[config.mk]
export PLATFORM = sky130hd
export DESIGN_NAME = dhkp_cell
export DESIGN_NICKNAME = d
export VERILOG_FILES = /design/src/dhkp_pkg.sv /design/src/dhkp_cell.sv
export SDC_FILE = /design/constraint.sdc
export NUM_CORES = 1
export LEC_CHECK = 0
export BUFFER_PORTS_ARGS = -buffer_cell sky130_fd_sc_hd__buf_2
export CAP_MARGIN = 25
export CELL_PAD_IN_SITES_DETAIL_PLACEMENT = 2
export CELL_PAD_IN_SITES_GLOBAL_PLACEMENT = 2
export CORE_UTILIZATION = 37
export CTS_BUF_LIST = sky130_fd_sc_hd__clkbuf_8
export CTS_CLUSTER_SIZE = 10
export DETAILED_ROUTE_END_ITERATION = 7
export GPL_TIMING_DRIVEN = 0
export PLACE_DENSITY = 0.95
export SYNTH_ARGS = -nofsm -noshare
export SYNTH_HDL_FRONTEND = slang
export SYNTH_SLANG_ARGS = --single-unit
[constraint.sdc]
create_clock -name clk_i -period 1.7 [get_ports clk_i]
set_input_delay 0 -clock clk_i [delete_from_list [all_inputs] [get_ports clk_i]]
set_output_delay 0 -clock clk_i [all_outputs]
set_load 0.005 [all_outputs]
[src/dhkp_pkg.sv]
// shared types, constants and modular arithmetic helpers for the key pair block
// no dependencies
package dhkp_pkg;

  localparam int MOD_BITS   = 16;
  localparam int NUM_MUL    = 4;
  localparam int NUM_ROUNDS = 2 * MOD_BITS + 1;
  localparam int NUM_STAGES = NUM_ROUNDS * MOD_BITS;

  localparam logic [MOD_BITS-1:0] RESET_MODULUS   = MOD_BITS'(7489);
  localparam logic [MOD_BITS-1:0] RESET_GENERATOR = MOD_BITS'(2);
  localparam logic [MOD_BITS-1:0] MOD_ONE         = MOD_BITS'(1);
  localparam logic [MOD_BITS-1:0] MOD_TWO         = MOD_BITS'(2);

  localparam logic REG_MODULUS   = 1'b0;
  localparam logic REG_GENERATOR = 1'b1;

  typedef struct packed {
    logic [MOD_BITS-1:0] x;
    logic [MOD_BITS-1:0] y;
    logic [MOD_BITS-1:0] p;
  } mul_t;

  typedef mul_t [1:0] mul_pair_t;

  typedef struct packed {
    logic [MOD_BITS-1:0]  sec_a;
    logic [MOD_BITS-1:0]  sec_b;
    logic [MOD_BITS-1:0]  pub_a;
    logic [MOD_BITS-1:0]  pub_b;
    mul_t [NUM_MUL-1:0]   mul;
  } stage_t;

  typedef struct packed {
    logic en;
    logic valid;
  } cell_ctrl_t;

  // (x + y) mod m for x, y < m
  function automatic logic [MOD_BITS-1:0] add_mod(input logic [MOD_BITS-1:0] x,
                                                  input logic [MOD_BITS-1:0] y,
                                                  input logic [MOD_BITS-1:0] m);
    logic [MOD_BITS-1:0] gap;
    gap = m - y;
    return (x >= gap) ? (x - gap) : (x + y);
  endfunction

  // one exponent bit: set up accumulator times base when bit set (else times one), and base squared
  function automatic mul_pair_t lane_setup(input logic [MOD_BITS-1:0] acc,
                                           input logic [MOD_BITS-1:0] base,
                                           input logic                bit_i);
    mul_pair_t r;
    r[0].x = acc;
    r[0].y = bit_i ? base : MOD_ONE;
    r[0].p = '0;
    r[1].x = base;
    r[1].y = base;
    r[1].p = '0;
    return r;
  endfunction

endpackage

[src/dhkp_cell.sv]
// one step of four interleaved modular multiplications, registered
// depends on dhkp_pkg
module dhkp_cell
  import dhkp_pkg::*;
(
  input  logic                clk_i,
  input  logic                rst_ni,
  input  cell_ctrl_t          ctrl_i,
  input  logic [MOD_BITS-1:0] modulus_i,
  input  stage_t              data_i,
  output logic                valid_o,
  output stage_t              data_o
);

  logic   valid_q;
  stage_t data_q, data_d;

  always_comb begin
    logic [MOD_BITS-1:0] dbl;
    data_d = data_i;
    for (int i = 0; i < NUM_MUL; i++) begin
      dbl = add_mod(data_i.mul[i].p, data_i.mul[i].p, modulus_i);
      data_d.mul[i].p = data_i.mul[i].y[MOD_BITS-1] ?
                        add_mod(dbl, data_i.mul[i].x, modulus_i) : dbl;
      data_d.mul[i].y = data_i.mul[i].y << 1;
    end
  end

  always_ff @(posedge clk_i or negedge rst_ni) begin
    if (!rst_ni) begin
      valid_q <= 1'b0;
    end else if (ctrl_i.en) begin
      valid_q <= ctrl_i.valid;
    end
  end

  always_ff @(posedge clk_i) begin
    if (ctrl_i.en) begin
      data_q <= data_d;
    end
  end

  assign valid_o = valid_q;
  assign data_o  = data_q;

`ifndef SYNTH
  a_hold_when_stalled: assert property (@(posedge clk_i) disable iff (!rst_ni)
    !ctrl_i.en |=> $stable(valid_q))
    else $error("cell valid changed while stalled");
  a_advance: assert property (@(posedge clk_i) disable iff (!rst_ni)
    ctrl_i.en |=> (valid_q == $past(ctrl_i.valid)))
    else $error("cell valid did not follow its neighbour");
  a_shift: assert property (@(posedge clk_i) disable iff (!rst_ni)
    (ctrl_i.en && ctrl_i.valid) |=> (data_q.mul[0].y == ($past(data_i.mul[0].y) << 1)))
    else $error("multiplier bits not shifted");
`endif

endmodule

==> summary.md, run 1 <==
| Metric | Value |
|---|---|
| Synth area leader | `edfxtp_1` |
| Tool error | `[ERROR DPL-0033] detailed placement checks failed during check placement.` |
| Outcome | `stopped before the end` |
| Max H-tree Level | `2` |
| Post-DP HPWL | `93,100 um` |
| Io pins | `533` |
| Number of synthesized flops with an enable pin | `252` |
| # hold bufs at CTS | `196` |
| GP Congestion | `0.882` |
| Post-Syn Area | `0.0243 sq mm` |
| Syn avg cell area | `9.12 sq um` |
| Main flop type after synthesis | `edfxtp_1` |
| Clk root buf | `clkbuf_8` |
| Seq/Total Area, Yosys | `31.2%` |
| Placed insts | `4,052` |
| Fail Step | `clock tree synthesis (4_1_cts)` |
| Buffers on Ports | `524` |
| Die Height | `258 um` |
| Total CTS buffers | `49` |
| Initial Util | `37.6%` |
| Syn Inst Count | `2,667` |
| Synth cell types | `105` |
| Post-synth top area share | `31.1%` |
| Die X | `258 um` |
| Yosys warning count | `0` |
| Largest cells by area after synthesis | `edfxtp_1, ha_1, xnor2_1` |
| Max Root-Sink Buffers | `3` |
| Setup bufs post-CTS | `280` |
| Synthesized flop and latch total | `253` |
| Row count | `93` |
| Dpl cell area | `0.0289 sq mm` |
| Async SR Flop Fraction | `0.395%` |
| CTS sink cnt | `253` |
| Resized cells post-CTS | `589` |
==> cells in the mapped netlist, types with 25 or more instances <==
cell type  number
nor2b_1        30
o21ai_0       187
o31ai_1        30
clkbuf_1       27
a21oi_1       250
mux2i_1        35
nor3_1         37
nand2_1       165
nand3_1        35
inv_1         254
edfxtp_1      252
xor2_1         89
a21o_1         87
o21a_1         38
nand4_1        25
nor2_1        185
nand2b_1       42
a31oi_1        25
ha_1          292
xnor2_1       161
==> through the flow <==
stage | hold WS, ns | setup WS [ns]
floorplan | -0.296 | -4.33
global placement | -0.225 | -6.02
detailed placement | -0.221 | -6.66
==> cell families after synthesis <==
| family | synth area share, % |
|---|---|
| XOR/XNOR | 9.00 |
| buffers and inverters | 4.90 |
| AO/OA/AOI/OAI | 23.7 |
| multiplexers | 1.89 |
| flip-flops | 31.2 |
| adder cells (fa/ha/maj) | 16.7 |
| other | 0.0154 |
| AND/OR/NAND/NOR | 12.5 |
==> run 2, diff against run 1 <==
==> config.mk (replaced) <==
export PLATFORM = sky130hd
export DESIGN_NAME = dhkp_cell
export DESIGN_NICKNAME = d
export VERILOG_FILES = /design/src/dhkp_pkg.sv /design/src/dhkp_cell.sv
export SDC_FILE = /design/constraint.sdc
export NUM_CORES = 1
export LEC_CHECK = 0
export BUFFER_PORTS_ARGS = -buffer_cell sky130_fd_sc_hd__buf_2
export CAP_MARGIN = 25
export CORE_UTILIZATION = 35
export DETAILED_ROUTE_END_ITERATION = 7
export GPL_TIMING_DRIVEN = 0
export PLACE_DENSITY_LB_ADDON = 0.15
export SYNTH_ARGS = -nofsm -noshare
export SYNTH_HDL_FRONTEND = slang
export SYNTH_SLANG_ARGS = --single-unit
==> summary.md, run 2 <==
| Metric | Value |
|---|---|
| Die Height | `266 um (+2.8%)` |
| Rel. slew slack | `53.5%` |
| Setup crit start | `modulus_i[0]` |
| Commonest cells post-synth | `ha_1, inv_1, edfxtp_1` |
| Clk root buf | `clkbuf_16` |
| Setup Skew | `0 ns` |
| Minimum clock period | `5.89 ns` |
| Critical path type | `input port to register` |
| P&R area growth vs syn | `52.0%` |
| Hold_ws | `-0.0689 ns` |
| Number of synthesized flops with an enable pin | `252 (unchanged)` |
| Max Root-Sink Buffers | `3 (unchanged)` |
| Outcome | `finished, violations left` |
| Per-cell routed wire length | `20.0 um` |
| # DRC | `0` |
| Top-count cell post-synth | `ha_1` |
| Post-Syn Area | `0.0243 sq mm (unchanged)` |
| Largest cells by area after synthesis | `edfxtp_1, ha_1, xnor2_1` |
| Final wirelength | `93,700 um` |
| Buffers on Ports | `524 (unchanged)` |
| Initial DRC Count | `1,413` |
| Met2 usage | `44.4%` |
| DR pass1 iterations | `5` |
| Layout net count | `4,317` |
| Number of global-route vias before repair | `24,760` |
| Row count | `96 (+3.2%)` |
| GRT Residual Overflow | `0` |
| Leakage | `16.3 nW` |
| Area occupied by multi-input gates | `0.0184 sq mm` |
| Fin crit share | `346%` |
| Met1 global-route usage | `30.6%` |
| Critical Path End Type | `register` |
| Peak Freq | `170 MHz` |
| Final Hold Viols | `2` |
| Worst path slowest cell | `fa_2` |
| # setup viols final | `64` |
| Unrepaired setup endpoints after global routing | `true` |
| GP Congestion | `0.916 (+3.8%)` |
| CP peak stage delay | `0.34 ns` |
| Max H-tree Level | `1 (-1)` |
| Worst-path clk slew | `0.06 ns` |
| Post-synth top area share | `31.1% (unchanged)` |
| Commonest non-fill, non-tap cells in the layout | `buf_2, buf_4, edfxtp_1` |
| Synth cell types | `105 (unchanged)` |
| PD cells | `1430 mW/mm^2` |
| Commonest non-fill, non-tap cell in the layout | `buf_2` |
| Initial Util | `35.4% (-2.2 points)` |
| Die area | `0.0705 sq mm` |
| Worst-margin pin slew | `0.698 ns` |
| Crit path launch type | `input port` |
| DP Worst Slack | `-5.99 ns (+0.674 ns)` |
| Critical path data arrival time | `6.21 ns` |
| Reg2reg start | `valid_o$_DFFE_PN0P_` |
| Largest register FFs | `252` |
| Worst-Skew Late Latency | `0.58 ns` |
| Post-DP HPWL | `69,100 um (-26%)` |
| Seq/Total Area, Yosys | `31.2% (unchanged)` |
| Final max-slew violation count | `0` |
| Placeable Area | `0.0687 sq mm` |
| Largest net degree at the start of global routing | `97` |
| Met3 capacity usage during global routing | `3.97%` |
| Initial antenna violation count | `17` |
| Die X | `266 um (+2.8%)` |
| Setup ws final | `-4.19 ns` |
| GRT Max-Usage Layer | `met2` |
| Max_cap viols | `0` |
| Hold_sp | `data_i[146]` |
| Syn Inst Count | `2,667 (unchanged)` |
| Main flop type after synthesis | `edfxtp_1` |
| Global-route wire length before repair | `139,000 um` |
| Total track usage | `25.2%` |
| Vias post-DR | `24,775` |
| DR vias/cell | `5.28` |
| Antenna Violating Nets Remaining | `0` |
| CTS sink cnt | `253 (unchanged)` |
| Io pins | `533 (unchanged)` |
| Sequential Area | `0.00759 sq mm` |
| Yosys warning count | `0 (unchanged)` |
| # hold bufs at CTS | `196 (unchanged)` |
| Async SR Flop Fraction | `0.395% (unchanged)` |
| Worst Hold Class | `input port to register` |
| Crit path max fanout | `7` |
| Synthesized flop and latch total | `253 (unchanged)` |
| Syn avg cell area | `9.12 sq um (unchanged)` |
| Total CTS buffers | `30 (-39%)` |
| Layout cell share with drive strength beyond 1 | `36.7%` |
| FILL cells | `6,173` |
| Maximum vdd ir drop | `0.00109 V` |
| WP data required | `2.03 ns` |
| Failing checks | `negative hold slack, negative setup slack` |
| CTS tree | `yes` |
| Crit-path most repeated cell | `a21oi_2` |
| Synth area leader | `edfxtp_1` |
run 2: timing repair:
action	in CTS	in global routing
pin swaps	210	188
resized for setup	356	182
hold endpoints to repair	279	2
setup buffers	238	79
gates cloned	10	0
endpoints found under the setup margin	64	64
run 2: final timing paths:
check	slack [ns]	depth (start not counted)	end
hold reg to reg	0.52	1	valid_o$_DFFE_PN0P_
setup / recovery	-4.19	41	data_o[98]$_DFFE_PP_
setup reg to reg	0.95	1	valid_o$_DFFE_PN0P_
max in group asynchronous	1.35	3	valid_o$_DFFE_PN0P_
min in group asynchronous	0.24	3	valid_o$_DFFE_PN0P_
hold / removal	-0.07	3	data_o[147]$_DFFE_PP_
run 2: through the flow:
stage / cells / TNS (ns) / util (%) / cell area (sq um) / power (W)
after floorplan: 2670 / -256.58 / - / 25100 / 0.0283
after global placement: 4125 / -1103.30 / 42.1 / 28900 / 0.0348
after detailed placement: 4128 / -366.95 / 42.2 / 29000 / 0.0351
after CTS: 4617 / -257.68 / 51.7 / 35500 / 0.0493
after global routing: 4693 / -277.91 / 53.8 / 37000 / 0.0562
final: 4694 / -259.17 / 53.8 / 37000 / 0.0530
run 2: where the power goes:
part / switching [W] / internal (W)
sequential: 0.000272 / 0.00834
clock: 0.00272 / 0.00407
combinational: 0.0197 / 0.0179
total: 0.0227 / 0.0303
run 2: final cells by class:
| cell class | count | area share [%] |
|---|---|---|
| well taps | 931 | 3.15 |
| clock inverters | 20 | 0.660 |
| repair buffers | 1042 | 20.0 |
| plain buffers | 41 | 1.10 |
| flip-flops and latches | 253 | 20.5 |
| multi-input cells | 2113 | 49.8 |
| clock buffers | 33 | 2.12 |
| inverters | 256 | 2.62 |
| diodes | 5 | 0.0339 |
run 2: cell families (layout without fill, tap and decap cells):
kind of cell | Yosys count | in the layout | synth area share [%]
other cells | 1 | 9 | 0.0154
buf+inv | 304 | 1392 | 4.90
mux | 43 | 43 | 1.89
flops | 253 | 253 | 31.2
compound gates | 870 | 870 | 23.7
fa+ha+maj | 320 | 320 | 16.7
xor+xnor | 250 | 250 | 9.00
simple gates | 626 | 626 | 12.5
run 2: metal layers:
layer	wire, um	up-vias
met4	4000	20
met2	45200	725
li1	-	12003
met5	136	-
met3	5120	175
met1	39200	11852
run 2: worst max-delay path: cells and delay by family:
kind                       cells  cell delay (ns)
AOI/OAI and AO/OA             22             3.35
buffers and inverters          9             1.11
adders and majority gates      4             1.03
xor gates and xnor gates       2             0.27
and+or+nand+nor                3             0.24
muxes                          1             0.20
(Power assumes the default switching activity.)
